--- src/rtl/rvm_pkg.sv ---
// shared operation codes and pipeline payload type for the rv32m multiply/divide unit
`default_nettype none
package rvm_pkg;

	localparam logic [2:0] OP_MUL    = 3'b000;
	localparam logic [2:0] OP_MULH   = 3'b001;
	localparam logic [2:0] OP_MULHSU = 3'b010;
	localparam logic [2:0] OP_MULHU  = 3'b011;
	localparam logic [2:0] OP_DIV    = 3'b100;
	localparam logic [2:0] OP_DIVU   = 3'b101;
	localparam logic [2:0] OP_REM    = 3'b110;
	localparam logic [2:0] OP_REMU   = 3'b111;

	localparam int unsigned XLEN = 32;

	// payload that moves down the pipeline
	// multiplies: hi/lo hold operands, then the 64-bit product magnitude
	// divides: hi is the partial remainder, lo the dividend/quotient, dvs the divisor
	typedef struct packed {
		logic [2:0]      op;
		logic            neg;
		logic [XLEN-1:0] hi;
		logic [XLEN-1:0] lo;
		logic [XLEN-1:0] dvs;
	} pl_t;

endpackage
`default_nettype wire

--- src/rtl/rvm_mul.sv ---
// pipeline stage with the 32x32 unsigned magnitude multiplier
`default_nettype none
module rvm_mul (
	input  wire logic    clk,
	input  wire logic    arst_n,
	input  wire logic    up_valid,
	output logic         up_ready,
	input  wire rvm_pkg::pl_t up_data,
	output logic         dn_valid,
	input  wire logic    dn_ready,
	output rvm_pkg::pl_t dn_data
);
	import rvm_pkg::*;

	logic        valid_s2;
	pl_t         data_s2;
	logic [63:0] prod;
	pl_t         nxt;

	assign prod     = 64'(up_data.hi) * 64'(up_data.lo);
	assign up_ready = ~valid_s2 | dn_ready;
	assign dn_valid = valid_s2;
	assign dn_data  = data_s2;

	// divide transactions ride through untouched
	always_comb begin
		nxt = up_data;
		if (up_data.op[2] == 1'b0) begin
			nxt.hi = prod[63:32];
			nxt.lo = prod[31:0];
		end
	end

	always_ff @(posedge clk or negedge arst_n) begin
		if (!arst_n) begin
			valid_s2 <= 1'b0;
		end else if (up_ready) begin
			valid_s2 <= up_valid;
		end
	end

	always_ff @(posedge clk) begin
		if (up_ready && up_valid) begin
			data_s2 <= nxt;
		end
	end

endmodule
`default_nettype wire

--- config.mk ---
export PLATFORM = sky130hd
export DESIGN_NAME = rvm_mul
export DESIGN_NICKNAME = d
export VERILOG_FILES = /design/src/rtl/rvm_pkg.sv /design/src/rtl/rvm_mul.sv
export SDC_FILE = /design/constraint.sdc
export NUM_CORES = 2
export LEC_CHECK = 0
export BUFFER_PORTS_ARGS = -buffer_cell sky130_fd_sc_hd__clkbuf_2
export CORE_MARGIN = 3
export CORE_UTILIZATION = 55
export DETAILED_ROUTE_END_ITERATION = 7
export PLACE_DENSITY_LB_ADDON = 0.2
export REMOVE_ABC_BUFFERS = 1
export SETUP_SLACK_MARGIN = 0.5
export SYNTH_ARGS = -nofsm -noshare
export SYNTH_HDL_FRONTEND = slang
export SYNTH_SLANG_ARGS = --single-unit
--- constraint.sdc ---
create_clock -name clk -period 3.1 [get_ports clk]
set_clock_uncertainty 0.05 [all_clocks]
set_input_delay 0.465 -clock clk [delete_from_list [all_inputs] [get_ports clk]]
set_output_delay 0.465 -clock clk [all_outputs]
set_load 0.1 [all_outputs]
# Word level (Yosys, flattened, before mapping)
# Index checks and enable logic that the tools add are counted.
# word_totals
reg_bits	101
input_bits	104
output_inout_bits	102
word_cells	11
# op_classes
multipliers	1
n_mux	1
n_bitwise	2
n_reduce_logical	1
# op_table
cell	n
$mul A32 B32 Y64	1
$mux W64	1
$logic_and A1 B1 Y1	1
$not A1 Y1	1
$or A1 B1 Y1	1

# Logic depth before layout (Yosys ltp)
# logic_depth
depth_word	3
mapped_depth	28
depth_no_buf	26

# Worst setup path before layout
# Ideal clock, no wire load.
# synth_path
kind	input to register
from	input up_data[34] in the netlist's numbering
to	register data_s2, in the netlist dn_data[92], data pin
arrival_ns	7.135
required_time_ns	2.790
path_slack_ns	-4.344
path_stages	23
cell_sequence	clkbuf_1 > and2_1 > fa_1 > inv_1 > fa_1 > fa_1 > fa_1 > inv_1 > fa_1 > fa_1 > fa_1 > fa_1 > ha_1 > a21oi_2 > o21ai_1 > or4_1 > a41o_1 > a21o_4 > a2111oi_4 > nor3_2 > o31ai_2 > xnor2_1 > mux2_2
# synth_rtl
element	line	rtl
from (decl)	rvm_mul.sv:8	input wire rvm_pkg::pl_t up_data,
to (signal assigned)	rvm_mul.sv:44	data_s2 <= nxt;
to (decl)	rvm_mul.sv:16	pl_t data_s2;

==> impl_metrics.py <==
metrics = {
    "route": {
        "dr.pass1.iters": 8,
        "drcViolationCount": 0,
        "vias": 29600,
        "ant_nets": 0,
        "viasPerCell": 5.58,
        "wl_per_cell_um": 22.0,
        "drt_iter0_drc": 2267,
        "routed_wl_mm": 117,
    },
    "cells_and_area": {
        "areaGrowthSynthToFinish_pct": 25.3,
        "num-fill-cells": 4885,
        "design_area_sq_um": 46200,
        "final_layout_size_suffix_gt1_frac": 0.253,
        "layout_common_cells": "849 x fa_1, 816 x inv_1, 555 x and2_1",
        "final_nets": 5704,
        "layout_commonest_cell": "fa_1",
    },
    "sta": {
        "layout_setup_ws_ps": -4350,
        "period_share": 2.40,
        "hold_viol_final": 0,
        "relSlewSlack": 0.448,
        "tightest_slew_ps": 829,
        "tns_ps": -221410,
        "holdWs_ps": 193,
        "fmax_mhz": 134,
        "drv_slew": 0,
        "finalCriticalPeriod_ps": 7450,
        "rsz0062_at_grt": "true",
        "setup_viol": 60,
    },
    "setup_path": {
        "startpoint_type": "input pin",
        "reg2reg_from": "dn_valid$_DFFE_PN0N_",
        "reg2regPathDepth": 3,
        "end_kind": "register",
        "required_ps": 3200,
        "worst-endpoint-arrival_ps": 7550,
        "cp-endpoint": "dn_data[92]$_DFFE_PP_",
        "crit_start": "up_data[77]",
        "regToRegSetupSlack_ps": 1330,
        "crit_type": "in -> reg",
        "r2r_end": "dn_data[90]$_DFFE_PP_",
        "cp_max_fo": 10,
    },
    "synthesis": {
        "ys_seq_area_frac": 0.0822,
        "synth_compound_area_frac": 0.0438,
        "synthCells": 3909,
        "avgSynthCellArea_sq_um": 9.43,
        "synth_top_family_by_area": "adder cells",
        "synthSimpleGateAreaFrac": 0.171,
        "synthArstFlopShare": 0.00990,
        "synth_seq_cells": 101,
        "ys_types": 57,
        "synth_area_sq_um": 36800,
        "synth_edf_count": 100,
        "synth_mux_area_frac": 0.00183,
        "yosysWarningCount": 0,
        "synth_xor_area_frac": 0.0147,
        "synthAdderAreaFrac": 0.576,
        "synth_ff_type": "edfxtp_1",
    },
    "floorplan": {
        "io_pins": 206,
        "die-width_um": 265,
        "rows": 94,
        "initial_core_util": 0.557,
        "fp.dieArea_sq_um": 70100,
        "core_area_sq_um": 66100,
        "die_h_um": 265,
    },
    "flow_run": {
        "maxCapViolations": 0,
    },
    "outcome": {
        "status": "complete, but fails checks",
        "violations": "setup timing",
    },
    "place": {
        "portBuffers": 205,
        "pre_cts_ws_ps": -5050,
        "gp_congestion": 0.952,
        "placed_cell_area_sq_um": 42000,
        "hpwl_mm": 91.4,
    },
    "clock_network": {
        "cts_tree": "yes",
        "clock_path_buffers": 2,
        "clkLatencyLatePin_ps": 380,
        "path_clk_slew_ps": 80,
        "cts_root_buf": "clkbuf_16",
        "cts_buffers": 9,
        "cts.sinks": 101,
        "h-tree-depth": 3,
    },
    "global_route": {
        "overflow": 0,
        "grt_max_degree": 63,
        "grt_pass1_wl_mm": 179,
        "grt_pass1_vias": 32100,
        "busiest_layer": "met2",
        "use_met2": 0.566,
        "met1_usage": 0.432,
        "antenna_found_initial": 5,
        "grtUsageTotal": 0.334,
        "met3_usage": 0.0627,
    },
    "hold_path": {
        "hp-class": "in -> reg",
    },
}
## through the flow
stage	cells	utilization
global route	5310	0.698
finish	5313	0.699
floorplan	3681	-
CTS	5273	0.678
detailed placement	5196	0.636
global placement	5196	0.636
## worst max-delay path, cell delays in order
cell       delay, ps
clkbuf_8         160
buf_6            150
and2_1           170
fa_2             350
fa_1             520
fa_1             540
inv_1             60
fa_1             550
inv_2             40
fa_1             510
fa_1             450
fa_1             490
fa_1             560
ha_4             230
a21oi_4          180
o21ai_2           70
or4_1            420
a41o_1           210
a21o_4           200
a2111oi_4        440
nor3_2           130
o31ai_2          260
xnor2_1           90
mux2_4           260
## kinds of logic after synthesis
| kind of cell | count (synthesis) |
|---|---|
| buffers and inverters | 1084 |
| AOI/OAI and AO/OA | 259 |
| xor gates and xnor gates | 62 |
| muxes | 6 |
| adders and majority gates | 1159 |
| DFF | 101 |
| and+or+nand+nor | 1238 |
## worst min-delay path by stage
stage	from	depth (start not counted)	slack, ps	end
2_1_floorplan	arst_n	0	120	dn_valid$_DFFE_PN0N_
3_3_place_gp	arst_n	1	190	dn_valid$_DFFE_PN0N_
3_5_place_dp	arst_n	1	190	dn_valid$_DFFE_PN0N_
4_1_cts	up_data[19]	1	190	dn_data[19]$_DFFE_PP_
5_1_grt	up_data[19]	1	190	dn_data[19]$_DFFE_PP_
6_report	up_data[19]	1	190	dn_data[19]$_DFFE_PP_
## synthesized netlist by cell type (2+ instances only)
| cell type | n | area [sq um] |
|---|---|---|
| nand2_1 | 541 | 2030 |
| xor2_1 | 26 | 228 |
| o311ai_1 | 2 | 17.5 |
| fa_1 | 896 | 17900 |
| xnor2_1 | 36 | 315 |
| a211oi_1 | 2 | 15.0 |
| a31oi_1 | 5 | 31.3 |
| mux2_2 | 6 | 67.6 |
| o22ai_1 | 3 | 18.8 |
| nand4_1 | 14 | 87.6 |
| a41oi_1 | 2 | 17.5 |
| o21bai_1 | 11 | 82.6 |
| a21oi_1 | 71 | 355 |
| buf_1 | 2 | 7.51 |
| buf_2 | 3 | 15.0 |
| a221o_1 | 2 | 20.0 |
| ha_1 | 263 | 3290 |
| nand3_1 | 14 | 70.1 |
| o221ai_1 | 4 | 35.0 |
| o21ba_2 | 2 | 20.0 |
| o21ai_1 | 22 | 110 |
| a21o_1 | 28 | 210 |
| o31ai_1 | 4 | 30.0 |
| edfxtp_1 | 100 | 3000 |
| o211ai_1 | 7 | 52.6 |
| nand2b_1 | 7 | 43.8 |
| nor2b_1 | 3 | 18.8 |
| nor3b_1 | 2 | 15.0 |
| and3_1 | 5 | 31.3 |
| o21a_1 | 7 | 52.6 |
| or3_1 | 4 | 25.0 |
| or4_1 | 3 | 22.5 |
| nor2_1 | 35 | 131 |
| o21ai_0 | 68 | 340 |
| nor3_1 | 10 | 50.1 |
| and4_1 | 5 | 43.8 |
| and2_1 | 592 | 3700 |
| a211o_1 | 2 | 17.5 |
| a21boi_0 | 3 | 22.5 |
| inv_1 | 856 | 3210 |
| clkbuf_1 | 223 | 837 |
| o31ai_2 | 3 | 37.5 |
## per-layer routing
metal / vias up / share of wire
met1: 15300 / 0.37
met2: 1453 / 0.49
met5: - / 0.00011
li1: 12500 / -
met4: 2 / 0.053
met3: 356 / 0.093
## state kept, by name, indices dropped and copies added (netlist names)
name      count
dn_data     100
dn_valid      1
## layout make-up
class                      count  area, sq um  area share
clock inverter                 7         56.3     0.00122
tap                          864         1080      0.0234
timing repair buffer         749         6710       0.145
sequential                   101         3030      0.0656
antenna                        3         7.51    0.000163
inverter                     856         3210      0.0696
clock buffer                   9          225     0.00488
multi-input combinational   2724        31900       0.690
## what timing repair did
item,in CTS,in global routing
pin swaps,227,177
gates resized for setup,433,218
hold endpoints to repair,1,0
gates cloned,6,6
buffers inserted,54,31
setup endpoints to repair,61,61
hold buffers,1,0
Power is left out: the tool's default activity adds up to more than one toggle a clock period on the data nets, which glitch-free logic cannot reach.
