==> config.mk <==
export PLATFORM = sky130hd
export DESIGN_NAME = rvm_prep
export DESIGN_NICKNAME = d
export VERILOG_FILES = /design/src/rtl/rvm_pkg.sv /design/src/rtl/rvm_prep.sv
export SDC_FILE = /design/constraint.sdc
export NUM_CORES = 1
export LEC_CHECK = 0
export BUFFER_PORTS_ARGS = -buffer_cell sky130_fd_sc_hd__buf_2
export CORE_MARGIN = 2
export CORE_UTILIZATION = 45
export DETAILED_ROUTE_END_ITERATION = 12
export PLACE_DENSITY = 0.82
export SYNTH_ARGS = -nofsm -noshare
export SYNTH_HDL_FRONTEND = slang
export SYNTH_SLANG_ARGS = --single-unit
==> constraint.sdc <==
create_clock -name vclk -period 6.9
set_clock_uncertainty 0.1 [all_clocks]
set_input_delay 0.69 -clock vclk [all_inputs]
set_output_delay 0.69 -clock vclk [all_outputs]
set_load 0.03 [all_outputs]
==> src/rtl/rvm_pkg.sv <==
// shared operation codes and pipeline payload type for the rv32m multiply/divide unit
`default_nettype none
package rvm_pkg;

	localparam logic [2:0] OP_MUL    = 3'b000;
	localparam logic [2:0] OP_MULH   = 3'b001;
	localparam logic [2:0] OP_MULHSU = 3'b010;
	localparam logic [2:0] OP_MULHU  = 3'b011;
	localparam logic [2:0] OP_DIV    = 3'b100;
	localparam logic [2:0] OP_DIVU   = 3'b101;
	localparam logic [2:0] OP_REM    = 3'b110;
	localparam logic [2:0] OP_REMU   = 3'b111;

	localparam int unsigned XLEN = 32;

	// payload that moves down the pipeline
	// multiplies: hi/lo hold operands, then the 64-bit product magnitude
	// divides: hi is the partial remainder, lo the dividend/quotient, dvs the divisor
	typedef struct packed {
		logic [2:0]      op;
		logic            neg;
		logic [XLEN-1:0] hi;
		logic [XLEN-1:0] lo;
		logic [XLEN-1:0] dvs;
	} pl_t;

endpackage
`default_nettype wire

==> src/rtl/rvm_prep.sv <==
// operand decode: magnitudes, result sign and initial divider state
`default_nettype none
module rvm_prep (
	input  wire logic [2:0]  action,
	input  wire logic [31:0] operand_a,
	input  wire logic [31:0] operand_b,
	output rvm_pkg::pl_t     prep
);
	import rvm_pkg::*;

	logic        a_sgn;
	logic        b_sgn;
	logic [31:0] a_mag;
	logic [31:0] b_mag;
	logic        b_zero;

	always_comb begin
		a_sgn  = 1'b0;
		b_sgn  = 1'b0;
		b_zero = (operand_b == 32'd0);
		case (action)
			OP_MULH, OP_DIV, OP_REM: begin
				a_sgn = operand_a[31];
				b_sgn = operand_b[31];
			end
			OP_MULHSU: begin
				a_sgn = operand_a[31];
			end
			default: begin
			end
		endcase
		a_mag = a_sgn ? (32'd0 - operand_a) : operand_a;
		b_mag = b_sgn ? (32'd0 - operand_b) : operand_b;

		prep.op  = action;
		prep.dvs = b_mag;
		if (action[2] == 1'b0) begin
			prep.neg = a_sgn ^ b_sgn;
			prep.hi  = a_mag;
			prep.lo  = b_mag;
		end else begin
			prep.hi = 32'd0;
			prep.lo = a_mag;
			// zero divisor: quotient stays all ones, remainder keeps dividend sign
			if (action == OP_DIV) begin
				prep.neg = (a_sgn ^ b_sgn) & ~b_zero;
			end else begin
				prep.neg = a_sgn;
			end
		end
	end

endmodule
`default_nettype wire

* Word level (Yosys, flattened, before mapping) *
Cells that the tools add are included.
Widths: inputs -> output; s select.

word-level totals
  register bits = 0
  latch bits = 0
  memory bits (writable) = 0
  ROM bits = 0
  input port bits = 67
  word-level logic and storage cells = 18
  memories kept = 0

operators by class
  add/subtract/negate cells = 2
  $mul = 0
  div/mod/pow operators = 0
  magnitude comparators = 0
  eq/ne operators = 4
  shift-type cells = 0
  mux-type cells = 6
  bitwise logic cells = 3
  reduce and logical (&&, ||, !) cells = 3

operators by type and width
  operator               number
  $mux 65                1
  $mux 32                2
  $sub 1x32->32 const A  2
  $logic_not 32->1       1
  $eq 3x3->1 const B     2
  $reduce_or 4->1        1
  $eq 3x1->1 const B     1
  $eq 3x2->1 const B     1
  $mux 1                 3
  $reduce_or 3->1        1
  $and 1x1->1            1
  $not 1->1              1
  $xor 1x1->1            1

* Logic depth before layout (Yosys ltp) *
Gate-level depths: netlist (run 1).

  depth in word-level cells = 7
  mapped depth = 8
  mapped depth without buffers = 7

* Worst setup path before layout (run 1) *
OpenSTA, ideal clock, no wires.

  path kind = input-to-output
  start point = input port operand_b[12]
  end point = output port prep[63] (netlist bit)
  arrival = 2.875 ns
  path slack = 3.235 ns
  stages on the path = 6
  path buffers = 1
  cells stage by stage = or4_4 -> or3_1 -> buf_6 -> nor4_1 -> nor3b_1 -> o32ai_1

RTL lines
  element             line           text
  start: declaration  rvm_prep.sv:6  input wire logic [31:0] operand_b,
  end: declaration    rvm_prep.sv:7  output rvm_pkg::pl_t prep

==> run_results.csv, run 1 <==
group,metric,value,unit
worst_setup_path,critPathLaunch,"action[2]",
pwr,power_density,110.3,mW/mm^2
worst_hold_path,hold_path_class,"primary input to primary output",
worst_setup_path,end_kind,"primary output",
drt,postRouteAntennaNets,0,
global_routing,grt_overflow,0,
synthesis,ys_types,56,
worst_setup_path,worstPathRequired,6.11,ns
synthesis,synth.net_count,446,
sta,setup-tns-final,0,ns
floorplan,die-area,0.006296,mm^2
layout,nFlopsAndLatches,0,
layout,register_area,0,um^2
global_routing,antenna_found_initial,0,
sta,min_period_over_period,64.33,%
pwr,total_power,371.0,uW
floorplan,initial_utilization,46.40,%
drt,wl_per_cell,16.41,um
global_routing,grt.met1_usage,34.08,%
run_status,status,"complete, no violations",
floorplan,num_rows,27,
worst_setup_path,path_max_fanout,39,
placed_design,routabilityCongestion,0.9232,
placed_design,hpwl,8.004,mm
worst_setup_path,start_kind,"primary input",
pwr,ir_drop,0.07432,mV
synthesis,postSynthCellCount,377,
sta,setup_viol,0,
synthesis,synth_warnings,0,
layout,layout-drive-gt1-share,37.57,%
layout,n_antenna_cell,0,
global_routing,grt_pass1_wl,14.41,mm
worst_setup_path,worstSetupPathType,"primary input to primary output",
clock_tree,cts_resized,0,
drt,viasPerCell,5.812,
layout,clkbuf_count,0,
drt,drtIter0Drc,191,
layout,fillers,575,
layout,final_cell_mix,"buf_2 (167), nor2_1 (54), xor2_1 (43)",
sta,slew_viol_final,0,
synthesis,avgSynthCellArea,6.777,um^2
layout,area_delta_synth_final,31.68,%
clock_tree,post-cts-setup-buffer-count,0,
layout,nets,590,
global_routing,grt_pass1_vias,3034,
pwr,power_leakage,1.589,nW
global_routing,grt_use_met2,54.07,%
global_routing,grt.total_usage,28.25,%
floorplan,fp.dieH,79.35,um
sta,tightestPinTransition,0.9238,ns
synthesis,synth_top_area_share,14.74,%
drt,num_vias,3435,
sta,rsz0062_at_grt,"no",
layout,fin_util,61.10,%
floorplan,core_area,0.005507,mm^2
synthesis,synth_area_leaders,"xor2_1 (15%), mux2i_1 (10%), nor2_1 (7.9%)",
synthesis,synth_seq_area_share,0,%
job,maxCapViolCount,0,
global_routing,grtUsageMet3,3.523,%
worst_hold_path,holdCritStartpoint,"operand_b[0]",
layout,final_common_cell,"buf_2",
synthesis,syn_area,0.002555,mm^2
drt,drc_errors,0,
global_routing,grt_max_degree,43,
floorplan,io_pins,167,
clock_tree,ctsHoldBuffers,0,
sta,fmaxAchievable,0.2253,GHz
sta,hold_viol_final,0,
global_routing,global_route.peak_usage_layer,"met2",
sta,min_period,4.439,ns
placed_design,port_buffers,167,
drt,dr.pass1.iters,5,
synthesis,yosysTopAreaCell,"xor2_1",
sta,relSlewSlack,36.65,%
drt,routed_wirelength,9.698,mm
worst_setup_path,arrival,3.65,ns
floorplan,die_w,79.35,um
[cell families (layout without fill, tap and decap cells)]
kind of cell / after synthesis / count (layout) / share of synthesized area, %
multiplexers: 33 / 33 / 13.27
AND/OR/NAND/NOR: 143 / 143 / 29.63
AO/OA/AOI/OAI: 78 / 78 / 24.49
XOR/XNOR: 64 / 64 / 21.94
adder cells (fa/ha/maj): 2 / 2 / 0.9793
buffers and inverters: 57 / 199 / 9.696
[synthesized netlist by cell type (2+ instances only)]
| master | n |
|---|---|
| mux2i_1 | 26 |
| nor4_1 | 12 |
| nor3_1 | 10 |
| xnor2_1 | 21 |
| and3_1 | 3 |
| xor2_1 | 43 |
| o21ai_0 | 17 |
| or3_1 | 11 |
| or4_4 | 2 |
| nor3b_1 | 3 |
| nor2_1 | 54 |
| ha_1 | 2 |
| nand3_1 | 6 |
| o41ai_2 | 8 |
| o31ai_2 | 3 |
| inv_1 | 29 |
| buf_6 | 2 |
| nand2_1 | 15 |
| nand4_1 | 3 |
| a31oi_1 | 9 |
| buf_2 | 3 |
| nand2b_1 | 2 |
| or4_1 | 3 |
| o21ai_1 | 2 |
| nor4_2 | 2 |
| o41ai_1 | 4 |
| a21oi_1 | 12 |
| clkbuf_1 | 19 |
| mux2_2 | 6 |
| and2_1 | 3 |
| a41oi_1 | 2 |
| o31ai_1 | 9 |
| a41o_1 | 2 |
| buf_4 | 4 |
| nor2b_1 | 4 |
[layer usage]
| layer | up-vias | share of wire (%) | wire [um] |
|---|---|---|---|
| met5 | - | 0 | 0 |
| met4 | 0 | 1.4 | 138 |
| met3 | 12 | 8.1 | 787 |
| met2 | 186 | 50 | 4890 |
| met1 | 1591 | 40 | 3881 |
| li1 | 1646 | - | - |
[metrics by stage]
stage | hold WS (ns) | setup slack [ns] | instances | area, um^2
2_1_floorplan | 1.412 | 3.235 | 377 | 2555
3_5_place_dp | 1.585 | 2.548 | 591 | 3364
6_report | 1.584 | 2.461 | 591 | 3364
4_1_cts | 1.585 | 2.574 | 591 | 3364
3_3_place_gp | 1.582 | 2.631 | 591 | 3364
5_1_grt | 1.590 | 2.384 | 591 | 3364
[worst paths after layout]
check       end  slack (ns)  cells after the start
max    prep[61]        2.46                      7
min     prep[0]        1.58                      2
[worst max-delay path, stage by stage]
cell	delay, ns
buf_2	0.66
nor2b_1	0.29
o21a_1	0.68
mux2_2	0.41
a2111oi_0	0.56
a31oi_1	0.10
buf_2	0.24
[final cells by class]
type | instances | area [um^2] | area share, %
Multi-Input combinational cell | 320 | 2307 | 68.58
Tap cell | 72 | 90.09 | 2.678
Inverter | 29 | 108.9 | 3.235
Timing Repair Buffer | 170 | 858.3 | 25.51
[where the power goes]
part | internal [mW] | total [mW] | switching [mW]
clock | 0 | 0 | 0
combinational | 0.113 | 0.371 | 0.258
sequential | 0 | 0 | 0
total | 0.113 | 0.371 | 0.258
(Power assumes the default switching activity.)
==> run 2, diff against run 1 <==
Clock period 6.9 ns to 4.31 ns, I/O delays scaled along.
==> run 2 against run 1 <==
Net effect: core utilization up 0.41 points; highest routed layer unchanged; global-route usage grew 0.12 points; first-iteration DRC count is 5.8% higher; worst hold slack got worse by 0.52 ns; combinational power increased by 60%; design area is 0.67% higher; clock-buffer cell count is the same; non-clock buffer count increased by 3; sequential share of layout area unchanged.
==> run_results.csv, run 2 (synthesis results as in run 1) <==
group,metric,value,unit
run_status,status,"complete, no violations",
global_routing,grt_pass1_wl,14.51,mm
sta,setup_viol,0,
drt,drc_errors,0,
sta,setup-tns-final,0,ns
clock_tree,ctsHoldBuffers,0,
worst_setup_path,worstSetupPathType,"primary input to primary output",
placed_design,hpwl,7.948,mm
drt,num_vias,3412,
layout,layout-drive-gt1-share,37.93,%
floorplan,io_pins,167,
drt,postRouteAntennaNets,0,
layout,n_antenna_cell,0,
global_routing,grt_max_degree,63,
clock_tree,post-cts-setup-buffer-count,0,
worst_setup_path,start_kind,"primary input",
drt,routed_wirelength,9.603,mm
floorplan,initial_utilization,46.40,%
sta,fmaxAchievable,0.3007,GHz
global_routing,grt_pass1_vias,2996,
pwr,power_leakage,1.605,nW
floorplan,die-area,0.006296,mm^2
placed_design,port_buffers,167,
layout,clkbuf_count,0,
layout,nets,593,
worst_setup_path,arrival,2.79,ns
layout,nFlopsAndLatches,0,
drt,dr.pass1.iters,5,
clock_tree,cts_resized,0,
drt,drtIter0Drc,202,
worst_hold_path,hold_path_class,"primary input to primary output",
floorplan,core_area,0.005507,mm^2
drt,viasPerCell,5.744,
layout,area_delta_synth_final,32.57,%
sta,slew_viol_final,0,
floorplan,num_rows,27,
sta,tightestPinTransition,0.9198,ns
floorplan,fp.dieH,79.35,um
sta,rsz0062_at_grt,"no",
sta,min_period_over_period,77.16,%
global_routing,grt_overflow,0,
global_routing,grt.total_usage,28.36,%
drt,wl_per_cell,16.17,um
placed_design,dp_slack,0.9918,ns
placed_design,routabilityCongestion,0.9433,
worst_setup_path,worstPathRequired,3.78,ns
worst_setup_path,path_max_fanout,11,
sta,setup_slack,0.9842,ns
sta,hold_viol_final,0,
layout,final_cell_mix,"buf_2 (167), nor2_1 (54), xor2_1 (43)",
sta,relSlewSlack,36.92,%
worst_setup_path,end_kind,"primary output",
global_routing,antenna_found_initial,0,
layout,register_area,0,um^2
job,maxCapViolCount,0,
layout,final_common_cell,"buf_2",
pwr,power_density,175.5,mW/mm^2
sta,min_period,3.326,ns
pwr,ir_drop,0.1257,mV
floorplan,die_w,79.35,um
[run 2: metal layers]
layer	part of all wire, %	track usage, %	routed length (um)	up-vias
met1	40	33.67	3839	1574
met4	1.6	4.655	158	0
met3	7.0	3.068	676	13
li1	-	-	-	1652
met2	51	54.92	4929	173
met5	0	0	0	-
[run 2: area by class of cell]
type	count	area, um^2
multi-input cells	320	2307
fillers	550	2120
repair buffers	173	880.8
inverters	29	108.9
well taps	72	90.09
[run 2: critical path, cell delays in order]
cell and delay [ns]:
buf_2 0.12, nor4_1 0.52, nand3_1 0.54, nor4_1 0.57
nor3b_1 0.11, o32ai_1 0.24, buf_2 0.25
[run 2: final timing paths]
kind,from,endpoint,slack [ns],depth (start not counted)
setup / recovery,operand_b[7],prep[63],0.98,7
hold / removal,operand_b[0],prep[0],1.06,2
[run 2: report_power, final]
part	switching [mW]	internal [mW]
Sequential	0	0
Combinational	0.412	0.182
Clock	0	0
Total	0.412	0.182
[run 2: stage by stage]
step | util, % | cell area, um^2 | total power, mW | hold WS, ns | instances
after floorplan | - | 2555 | 0.4001 | 0.8937 | 377
after global placement | 61.51 | 3387 | 0.5880 | 1.063 | 594
after detailed placement | 61.51 | 3387 | 0.5920 | 1.064 | 594
after CTS | 61.51 | 3387 | 0.5942 | 1.064 | 594
after global routing | 61.51 | 3387 | 0.6330 | 1.073 | 594
final | 61.51 | 3387 | 0.5943 | 1.063 | 594
