<file path="src/rtl/rvm_pkg.sv">
// shared operation codes and pipeline payload type for the rv32m multiply/divide unit
`default_nettype none
package rvm_pkg;

	localparam logic [2:0] OP_MUL    = 3'b000;
	localparam logic [2:0] OP_MULH   = 3'b001;
	localparam logic [2:0] OP_MULHSU = 3'b010;
	localparam logic [2:0] OP_MULHU  = 3'b011;
	localparam logic [2:0] OP_DIV    = 3'b100;
	localparam logic [2:0] OP_DIVU   = 3'b101;
	localparam logic [2:0] OP_REM    = 3'b110;
	localparam logic [2:0] OP_REMU   = 3'b111;

	localparam int unsigned XLEN = 32;

	// payload that moves down the pipeline
	// multiplies: hi/lo hold operands, then the 64-bit product magnitude
	// divides: hi is the partial remainder, lo the dividend/quotient, dvs the divisor
	typedef struct packed {
		logic [2:0]      op;
		logic            neg;
		logic [XLEN-1:0] hi;
		logic [XLEN-1:0] lo;
		logic [XLEN-1:0] dvs;
	} pl_t;

endpackage
`default_nettype wire

</file>
<file path="src/rtl/rvm_div_step.sv">
// one restoring division step with its pipeline register
`default_nettype none
module rvm_div_step (
	input  wire logic    clk,
	input  wire logic    arst_n,
	input  wire logic    up_valid,
	output logic         up_ready,
	input  wire rvm_pkg::pl_t up_data,
	output logic         dn_valid,
	input  wire logic    dn_ready,
	output rvm_pkg::pl_t dn_data
);
	import rvm_pkg::*;

	logic        valid_q;
	pl_t         data_q;
	logic [32:0] trial;
	logic [32:0] diff;
	logic        fits;
	pl_t         nxt;

	always_comb begin
		trial = {up_data.hi, up_data.lo[31]};
		diff  = trial - {1'b0, up_data.dvs};
		fits  = ~diff[32];
		nxt   = up_data;
		// multiply results ride through untouched
		if (up_data.op[2]) begin
			nxt.hi = fits ? diff[31:0] : trial[31:0];
			nxt.lo = {up_data.lo[30:0], fits};
		end
	end

	assign up_ready = ~valid_q | dn_ready;
	assign dn_valid = valid_q;
	assign dn_data  = data_q;

	always_ff @(posedge clk or negedge arst_n) begin
		if (!arst_n) begin
			valid_q <= 1'b0;
		end else if (up_ready) begin
			valid_q <= up_valid;
		end
	end

	always_ff @(posedge clk) begin
		if (up_ready && up_valid) begin
			data_q <= nxt;
		end
	end

endmodule
`default_nettype wire

</file>
<file path="config.mk">
export PLATFORM = sky130hd
export DESIGN_NAME = rvm_div_step
export DESIGN_NICKNAME = d
export VERILOG_FILES = /design/src/rtl/rvm_pkg.sv /design/src/rtl/rvm_div_step.sv
export SDC_FILE = /design/constraint.sdc
export NUM_CORES = 1
export LEC_CHECK = 0
export BUFFER_PORTS_ARGS = -buffer_cell sky130_fd_sc_hd__buf_2
export CORE_ASPECT_RATIO = 0.5
export CORE_MARGIN = 10
export CORE_UTILIZATION = 35
export DETAILED_ROUTE_END_ITERATION = 10
export GPL_TIMING_DRIVEN = 1
export HOLD_SLACK_MARGIN = 0.08
export REMOVE_ABC_BUFFERS = 1
export SLEW_MARGIN = 10
export SYNTH_ARGS = -nofsm -noshare
export SYNTH_HDL_FRONTEND = slang
export SYNTH_SLANG_ARGS = --single-unit
</file>
<file path="constraint.sdc">
create_clock -name clk -period 5.13 [get_ports clk]
set_input_delay 1.026 -clock clk [delete_from_list [all_inputs] [get_ports clk]]
set_output_delay 1.026 -clock clk [all_outputs]
set_load 0.02 [all_outputs]
</file>
Word level (Yosys, flattened, before mapping)
Index checks and enable logic that the tools add are counted.

operators by class
  $add $sub $neg = 1
  reduce and logical (&&, ||, !) cells = 1
  multiplexer cells = 2
  bitwise logic cells = 3

operators by type and width
  cell                 count
  $mux W64             1
  $sub A33 B32 Y33     1
  $mux W32             1
  $not A1 Y1           2
  $logic_and A1 B1 Y1  1
  $or A1 B1 Y1         1

word-level totals
  word-level logic and storage cells = 13
  bits of input ports = 104
  output and inout port bits = 102
  register bits = 101

Longest topological paths before layout
Gate-level depths: netlist (run 1).

  word-level depth = 3
  depth in mapped cells = 13
  depth with buffers taken out = 12

Worst setup path before layout (run 1)
OpenSTA, ideal clock, no wires.

  path kind = input to register
  from = input dn_ready
  to = register data_q (netlist bit dn_data[0]), enable pin
  setup time = 0.470 ns
  buffers on the path = 0
  data required time = 4.660 ns
  setup slack = 1.019 ns
  cell stages on the path = 2
  arrival = 3.641 ns
  cells stage by stage = nand2b_1 > and2_1

on the way
  longest elaborated chain between the ends = 2

RTL lines
  element               RTL line            text
  start, declared       rvm_div_step.sv:10  input wire logic dn_ready,
  $or A1 B1 Y1          rvm_div_step.sv:34  assign up_ready = ~valid_q | dn_ready;
  $logic_and A1 B1 Y1   rvm_div_step.sv:47  if (up_ready && up_valid) begin
  end signal, assigned  rvm_div_step.sv:48  data_q <= nxt;
  end, declared         rvm_div_step.sv:16  pl_t data_q;

No other way between the ends.
A chain may end at the register's enable or synchronous reset.

==> flow_metrics.tcl, run 1 <==
set metrics [dict create \
    netSwitchingFraction 0.311 \
    yosys_most_used_dff "edfxtp_1" \
    cts_buffers 9 \
    vias 4747 \
    avgViaCountPerCell 4.89 \
    place.gp.congestion 0.866 \
    dieArea_um2 23400 \
    dpl.hpwl_mm 13.4 \
    period_needed_ns 3.66 \
    synth_top_area_frac 0.494 \
    synth_common_cells "edfxtp_1, a21oi_1, nor2_1" \
    ctsHoldBuffers 0 \
    h-tree-depth 3 \
    critical_path.cell_chain "buf_2 -> inv_1 -> ha_1 -> fa_1 -> nand2b_1 -> a21oi_2 -> o21ai_2 -> a21o_4 -> a31oi_4 -> o31a_4 -> xor2_4 -> buf_4 -> nor2_1 -> a221o_1" \
    num_io_pins 206 \
    syn-instance-count 537 \
    clockPowerShare 0.299 \
    fin_setup_tns_ns 0 \
    drt_wl_total_mm 17.0 \
    rsz0062_at_grt "false" \
    fin_crit_sh 0.713 \
    maxCapViolCount 0 \
    grt_util_all_layers 0.140 \
    crit_path_end "dn_data[81]$_DFFE_PP_" \
    async_flop_share 0.00990 \
    ys_seq_area_frac 0.498 \
    multiInputGateArea_um2 2810 \
    grt_overflow_total 0 \
    synth_area_um2 6080 \
    power.switching_uw 713 \
    syn_area_per_cell_um2 11.3 \
    pwr_density_cell_nw_per_um2 300 \
    drc 0 \
    p_leak_nw 3.41 \
    final_core_util 0.456 \
    setup_viol 0 \
    setup.worst_path.start "up_data[63]" \
    grt_max_degree 62 \
    synth_top_cell_by_area "edfxtp_1" \
    final_layout_size_suffix_gt1_frac 0.370 \
    placed_area_um2 7340 \
    end_kind "register" \
    chipWidth_um 206 \
    synth.most_common_cell "edfxtp_1" \
    clk_pin_slew_ns 0.07 \
    ys_types 61 \
    antenna_cells 0 \
    slowest_stage "fa_1" \
    fmax_mhz 273 \
    cts.sinks 101 \
    grt_first_pass_wirelength_mm 26.3 \
    fin_area_um2 7630 \
    startpoint_type "input port" \
    fin_worst_skew_ns 0.00833 \
    avgRoutedWirePerCell_um 17.5 \
    detail-route-antenna-nets 0 \
    hold_violations 0 \
    cts_buffer_depth 2 \
    reg2reg_from "dn_valid$_DFFE_PN0N_" \
    start_util 0.364 \
    crit_cells 14 \
    r2r.worst_path.cells 3 \
    clk_latency_ns 0.36 \
    yosysWarningCount 0 \
    r2r_slack_ns 3.23 \
    worstMarginPinSlew_ns 0.676 \
    cts_setup_buffers 0 \
    fill_cells 1613 \
    dr.first_iter.drc_count 163 \
    seq_power_share 0.434 \
    total_power_mw 2.29 \
    clockRootBuffer "clkbuf_16" \
    cp.arrival_ns 3.76 \
    grt_pass1_vias 4837 \
    antenna_found_initial 0 \
    synth-edff-count 100 \
    status "finished clean" \
    rr_endpoint "dn_data[19]$_DFFE_PP_" \
    portBuffers 205 \
    area_delta_synth_final_pct 25.4 \
    slew_headroom 0.550 \
    yosys_register_bits 101 \
    peakVddDrop_v 0.000159 \
    critPathMaxFanout 22 \
    crit_type "input port to register" \
    worst-path-buf-inv 3 \
    crit_family "compound AO/OA/AOI/OAI gates" \
    p_int_mw 1.58 \
    critPathMaxStageDelay_ns 0.40 \
    num_rows 33 \
    worstHoldPathType "input port to async pin" \
    seqCellArea_um2 3030 \
    worstPathRequired_ns 5.23 \
    fin_nets 876 \
    core_um2 16700 \
    die_y_um 113 \
    synth.area.top_cells "edfxtp_1, ha_1, mux2_2" \
    slew_violations 0 \
    cts_resized 0 \
    combPwrFrac 0.267 \
    cts_tree "yes" \
    first_pass_iters 6 \
]
## worst reg2reg max path: stages, from the launching register on
cell      delay, ns
dfrtp_1        0.38
nand2b_1       0.12
and2_4         0.56
buf_4          0.49
## worst min-delay path by stage
stage	to	depth (start not counted)	start
after floorplan	dn_valid$_DFFE_PN0N_	0	arst_n
after global placement	dn_valid$_DFFE_PN0N_	2	dn_valid$_DFFE_PN0N_
after detailed placement	dn_valid$_DFFE_PN0N_	2	dn_valid$_DFFE_PN0N_
after CTS	dn_valid$_DFFE_PN0N_	1	arst_n
after global routing	dn_valid$_DFFE_PN0N_	1	arst_n
final	dn_valid$_DFFE_PN0N_	1	arst_n
## logic make-up (layout without fill, tap and decap cells)
group | Yosys count | count (layout) | synth area share
mux | 57 | 57 | 0.103
buf+inv | 58 | 265 | 0.0403
flops | 101 | 101 | 0.498
simple gates | 118 | 118 | 0.0897
fa+ha+maj | 33 | 33 | 0.0691
compound gates | 140 | 140 | 0.154
xor+xnor | 30 | 30 | 0.0463
## cell type report
class / count / share of cell area
multi-input combinational: 378 / 0.369
clock buffer: 9 / 0.0295
inverter: 39 / 0.0192
sequential: 101 / 0.397
tap: 227 / 0.0372
clock inverter: 7 / 0.00886
timing repair buffer: 210 / 0.140
## routing by layer
| layer | GRT usage | vias up | share of wire |
|---|---|---|---|
| met3 | 0.0413 | 13 | 0.067 |
| met1 | 0.171 | 2230 | 0.43 |
| met5 | 0 | - | 0 |
| li1 | - | 2397 | - |
| met2 | 0.238 | 107 | 0.49 |
| met4 | 0.0338 | 0 | 0.013 |
## through the flow
step / cells / setup WS [ns] / hold WS (ns)
floorplan: 518 / 1.02 / 0.730
global placement: 955 / 1.16 / 0.511
CTS: 971 / 1.48 / 0.417
finish: 971 / 1.47 / 0.431
global route: 971 / 1.23 / 0.415
detailed placement: 955 / 1.10 / 0.528
## flip-flops by register name, summed over array words and instances, names as in the netlist
register  count
dn_valid      1
dn_data     100
## power by group through the flow
stage | logic, mW | clock network [mW] | registers, mW
after CTS | 0.617 | 0.712 | 0.995
after global placement | 0.606 | 0 | 1.01
after floorplan | 0.338 | 0 | 1.09
after global routing | 0.675 | 0.738 | 1.00
after detailed placement | 0.614 | 0 | 1.01
final | 0.611 | 0.683 | 0.994
## layout by cell type (no fill, tap or decap), types with 3 or more instances in the layout
cell type  netlist  final
and3_1           5      5
inv_1           38     38
nand2_1         30     30
a21oi_2          4      4
mux2_4           3      3
nand4_1          4      4
o21a_1           3      3
a31oi_1          4      4
nand2b_1         5      5
mux2_2          31     31
buf_4            0      6
buf_2            4    204
ha_1            32     32
nor3_1           5      5
edfxtp_1       100    100
or3_1            4      4
a2bb2oi_1        3      3
clkbuf_16        0      9
a21o_1          22     22
nand3_1          3      3
xnor2_1         18     18
a21oi_1         49     49
nor2_1          48     48
o21ai_0         16     16
mux2i_1         23     23
a211oi_1         3      3
o211ai_1         5      5
o21ai_1          7      7
nor2b_1          4      4
xor2_1          11     11
(Power assumes the default switching activity.)
==> run 2: changes to the inputs <==
Clock period 5.13 ns to 3.7 ns, I/O delays scaled along.
==> flow_metrics.tcl, run 2 (same netlist as run 1, synthesis figures left out) <==
set metrics [dict create \
    status "finished clean" \
    cp_common_cell "a21oi_2" \
    period_needed_ns 3.23 \
    fin_worst_skew_ns 0.00565 \
    slew_violations 0 \
    num_rows 33 \
    cts_tree "yes" \
    total_power_mw 3.19 \
    cts_setup_buffers 0 \
    cp.arrival_ns 3.44 \
    core_um2 16700 \
    pwr_density_cell_nw_per_um2 413 \
    final_common_cell "buf_2" \
    place.gp.congestion 0.852 \
    worstMarginPinSlew_ns 0.720 \
    antenna_found_initial 0 \
    slowest_stage "fa_1" \
    critPathMaxFanout 16 \
    clk_latency_ns 0.35 \
    dpl.hpwl_mm 13.5 \
    seqCellArea_um2 3030 \
    start_util 0.364 \
    placed_area_um2 7430 \
    cts_resized 0 \
    num_io_pins 206 \
    p_leak_nw 3.45 \
    hold_violations 0 \
    drc 0 \
    worstHoldPathType "input port to async pin" \
    slew_headroom 0.520 \
    chipWidth_um 206 \
    critPathMaxStageDelay_ns 0.40 \
    grt_max_degree 52 \
    clk_pin_slew_ns 0.08 \
    h-tree-depth 3 \
    fmax_mhz 310 \
    vias 4787 \
    startpoint_type "input port" \
    drt_wl_total_mm 17.3 \
    fill_cells 1593 \
    portBuffers 205 \
    dieArea_um2 23400 \
    first_pass_iters 4 \
    whs_ns 0.154 \
    rsz0062_at_grt "false" \
    avgRoutedWirePerCell_um 17.6 \
    peakVddDrop_v 0.000212 \
    ctsHoldBuffers 0 \
    end_kind "register" \
    largest_reg_flops 100 \
    grt_first_pass_wirelength_mm 26.8 \
    avgViaCountPerCell 4.89 \
    dr.first_iter.drc_count 177 \
    critical_path.cell_chain "buf_2 -> inv_1 -> ha_1 -> fa_1 -> nand2b_1 -> a21oi_2 -> o21ai_2 -> a21o_4 -> a31oi_4 -> o31a_4 -> xor2_4 -> buf_12 -> mux2_4 -> a21oi_2" \
    antenna_cells 0 \
    die_y_um 113 \
    fin_nets 884 \
    fin_area_um2 7720 \
    crit_type "input port to register" \
    setup_viol 0 \
    clockRootBuffer "clkbuf_16" \
    final_cell_mix "buf_2, edfxtp_1, a21oi_1" \
    detail-route-antenna-nets 0 \
    grt_pass1_vias 4901 \
    cts_buffers 9 \
    cts.sinks 101 \
    grt_overflow_total 0 \
    grt_util_all_layers 0.143 \
    area_delta_synth_final_pct 26.9 \
    fin_crit_sh 0.873 \
    maxCapViolCount 0 \
    multiInputGateArea_um2 2810 \
    final_layout_size_suffix_gt1_frac 0.375 \
    fin_setup_tns_ns 0 \
    cts_buffer_depth 2 \
    worstPathRequired_ns 3.91 \
]
-- run 2: cell types whose count changed in the layout (fill, tap and decap cells not counted) --
| cell | delta |
|---|---|
| buf_4 | +5 |
| buf_12 | +3 |
| inv_6 | -2 |
| clkbuf_1 | +1 |
| clkinv_2 | -1 |
| clkinv_4 | +1 |
| clkinv_8 | -1 |
| clkinvlp_4 | +1 |
| inv_8 | +1 |
-- run 2: power breakdown --
| group | internal [mW] | switching, mW |
|---|---|---|
| logic | 0.371 | 0.505 |
| registers | 1.36 | 0.0167 |
| clock network | 0.471 | 0.466 |
-- run 2: path summary, 6_finish.rpt --
check / start / to / slack, ns / depth (start not counted)
worst min register to register: dn_valid$_DFFE_PN0N_ / dn_valid$_DFFE_PN0N_ / 0.55 / 2
worst max-delay path: up_data[63] / dn_data[64]$_DFFE_PP_ / 0.47 / 14
worst max register to register: dn_valid$_DFFE_PN0N_ / dn_data[84]$_DFFE_PP_ / 1.82 / 3
min in group clk: dn_valid$_DFFE_PN0N_ / dn_valid$_DFFE_PN0N_ / 0.55 / 2
worst min-delay path: arst_n / dn_valid$_DFFE_PN0N_ / 0.15 / 1
max in group asynchronous: arst_n / dn_valid$_DFFE_PN0N_ / 3.46 / 1
-- run 2: cell type report --
type / instances / share of cell area
flip-flops and latches: 101 / 0.392
multi-input cells: 378 / 0.364
repair buffers: 218 / 0.151
well taps: 227 / 0.0368
clock buffers: 10 / 0.0297
inverters: 39 / 0.0190
clock inverters: 6 / 0.00729
-- run 2: through the flow --
step                      worst slack [ns]  instances   util
after global routing                 0.347        979  0.462
after floorplan                     -0.128        518      -
final                                0.469        979  0.462
after CTS                            0.471        979  0.462
after detailed placement            0.0952        963  0.445
after global placement               0.167        963  0.445
-- run 2: routing by layer --
metal / wire length [um] / vias up / GRT usage
li1: - / 2416 / -
met1: 7680 / 2246 / 0.177
met2: 8340 / 110 / 0.245
met3: 1020 / 15 / 0.0364
met4: 232 / 0 / 0.0343
met5: 0 / - / 0
-- run 2: worst max-delay path: cells and delay by family --
kind                     cells  cell delay, ns
multiplexers                 1            0.32
XOR/XNOR                     1            0.22
adder cells (fa/ha/maj)      2            0.61
buffers and inverters        3            0.33
AND/OR/NAND/NOR              1            0.19
AO/OA/AOI/OAI                6            1.00
==> run 3: changes to the inputs <==
Settings changed: PLACE_DENSITY set to 0.62.
==> flow_metrics.tcl, run 3 (same netlist as run 1, synthesis figures left out) <==
set metrics [dict create \
    cts_resized 0 \
    grt_pass1_vias 4782 \
    grt_max_degree 57 \
    worstHoldPathType "input port to async pin" \
    start_util 0.364 \
    critPathMaxStageDelay_ns 0.40 \
    rsz0062_at_grt "false" \
    avgViaCountPerCell 4.88 \
    reg2reg_from "dn_valid$_DFFE_PN0N_" \
    r2r_slack_ns 2.01 \
    crit_cells 14 \
    hold_violations 0 \
    core_um2 16700 \
    num_io_pins 206 \
    cts_tree "yes" \
    final_core_util 0.461 \
    p_leak_nw 3.44 \
    largest_reg_flops 100 \
    peakVddDrop_v 0.000215 \
    crit_family "compound AO/OA/AOI/OAI gates" \
    slew_headroom 0.548 \
    maxCapViolCount 0 \
    clk_latency_ns 0.36 \
    startpoint_type "input port" \
    area_delta_synth_final_pct 26.8 \
    end_kind "register" \
    critical_path.cell_chain "buf_2 -> inv_1 -> ha_1 -> fa_1 -> nand2b_1 -> a21oi_2 -> o21ai_2 -> a21o_4 -> a31oi_4 -> o31a_4 -> xor2_4 -> buf_12 -> mux2_4 -> a21oi_2" \
    num_rows 33 \
    place.gp.congestion 0.884 \
    clockRootBuffer "clkbuf_16" \
    cp_common_cell "a21oi_2" \
    grt_overflow_total 0 \
    slew_violations 0 \
    portBuffers 205 \
    vias 4784 \
    dieArea_um2 23400 \
    dpl.hpwl_mm 13.6 \
    setup_viol 0 \
    detail-route-antenna-nets 0 \
    cts_setup_buffers 0 \
    h-tree-depth 3 \
    worstPathRequired_ns 3.92 \
    worst-path-buf-inv 3 \
    multiInputGateArea_um2 2810 \
    die_y_um 113 \
    fin_crit_sh 0.869 \
    period_needed_ns 3.22 \
    final_layout_size_suffix_gt1_frac 0.374 \
    cp.arrival_ns 3.43 \
    final_cell_mix "buf_2, edfxtp_1, a21oi_1" \
    fill_cells 1597 \
    r2r.worst_path.cells 3 \
    fin_setup_tns_ns 0 \
    avgRoutedWirePerCell_um 17.5 \
    dr.first_iter.drc_count 178 \
    pwr_density_cell_nw_per_um2 411 \
    crit_type "input port to register" \
    antenna_found_initial 2 \
    slowest_stage "fa_1" \
    ctsHoldBuffers 0 \
    first_pass_iters 4 \
    fmax_mhz 311 \
    clk_pin_slew_ns 0.08 \
    status "finished clean" \
    drt_wl_total_mm 17.2 \
    fin_nets 884 \
    chipWidth_um 206 \
    drc 0 \
    fin_worst_skew_ns 0.00862 \
    grt_util_all_layers 0.143 \
    final_common_cell "buf_2" \
    total_power_mw 3.17 \
    cts.sinks 101 \
    critPathMaxFanout 16 \
    rr_endpoint "dn_data[99]$_DFFE_PP_" \
    worstMarginPinSlew_ns 0.671 \
    cts_buffer_depth 2 \
    seqCellArea_um2 3030 \
    cts_buffers 9 \
    grt_first_pass_wirelength_mm 26.8 \
]
[run 3: cell types whose count changed in the layout (fill, tap and decap cells not counted)]
cell | previous run | this run
clkinv_1 | 1 | 2
clkinv_4 | 3 | 0
clkinvlp_4 | 1 | 3
diode_2 | 0 | 2
inv_6 | 0 | 1
inv_8 | 2 | 1
[run 3: how the worst max path moves through the flow]
stage | from | endpoint
2_1_floorplan | up_data[5] | dn_data[81]$_DFFE_PP_
3_3_place_gp | up_data[63] | dn_data[69]$_DFFE_PP_
3_5_place_dp | up_data[63] | dn_data[69]$_DFFE_PP_
4_1_cts | up_data[63] | dn_data[69]$_DFFE_PP_
5_1_grt | up_data[63] | dn_data[80]$_DFFE_PP_
6_report | up_data[63] | dn_data[69]$_DFFE_PP_
[run 3: per-layer routing]
| layer | wire length, um | part of all wire | GRT usage | vias to the layer above |
|---|---|---|---|---|
| met1 | 7480 | 0.44 | 0.178 | 2263 |
| met5 | 0 | 0 | 0 | - |
| met2 | 8460 | 0.49 | 0.244 | 96 |
| met4 | 244 | 0.014 | 0.0348 | 0 |
| met3 | 990 | 0.058 | 0.0370 | 17 |
| li1 | - | - | - | 2408 |
[run 3: cell type report]
type | count | share of cell area
Multi-Input combinational cell | 378 | 0.364
Inverter | 39 | 0.0190
Clock inverter | 6 | 0.00600
Timing Repair Buffer | 218 | 0.151
Clock buffer | 10 | 0.0297
Tap cell | 227 | 0.0368
Sequential cell | 101 | 0.393
Antenna cell | 2 | 0.000649
[run 3: through the flow]
step	worst slack, ns	instance area [um2]	std cells	hold WS [ns]
2_1_floorplan	-0.128	5980	518	0.444
3_3_place_gp	0.169	7430	963	0.520
3_5_place_dp	0.0924	7430	963	0.520
4_1_cts	0.468	7710	979	0.136
5_1_grt	0.290	7710	980	0.127
6_report	0.484	7710	981	0.152
[run 3: where the power goes]
part | switching [mW] | internal (mW) | leakage, nW
Sequential | 0.0164 | 1.36 | 0.961
Clock | 0.455 | 0.462 | 0.125
Combinational | 0.506 | 0.371 | 2.35
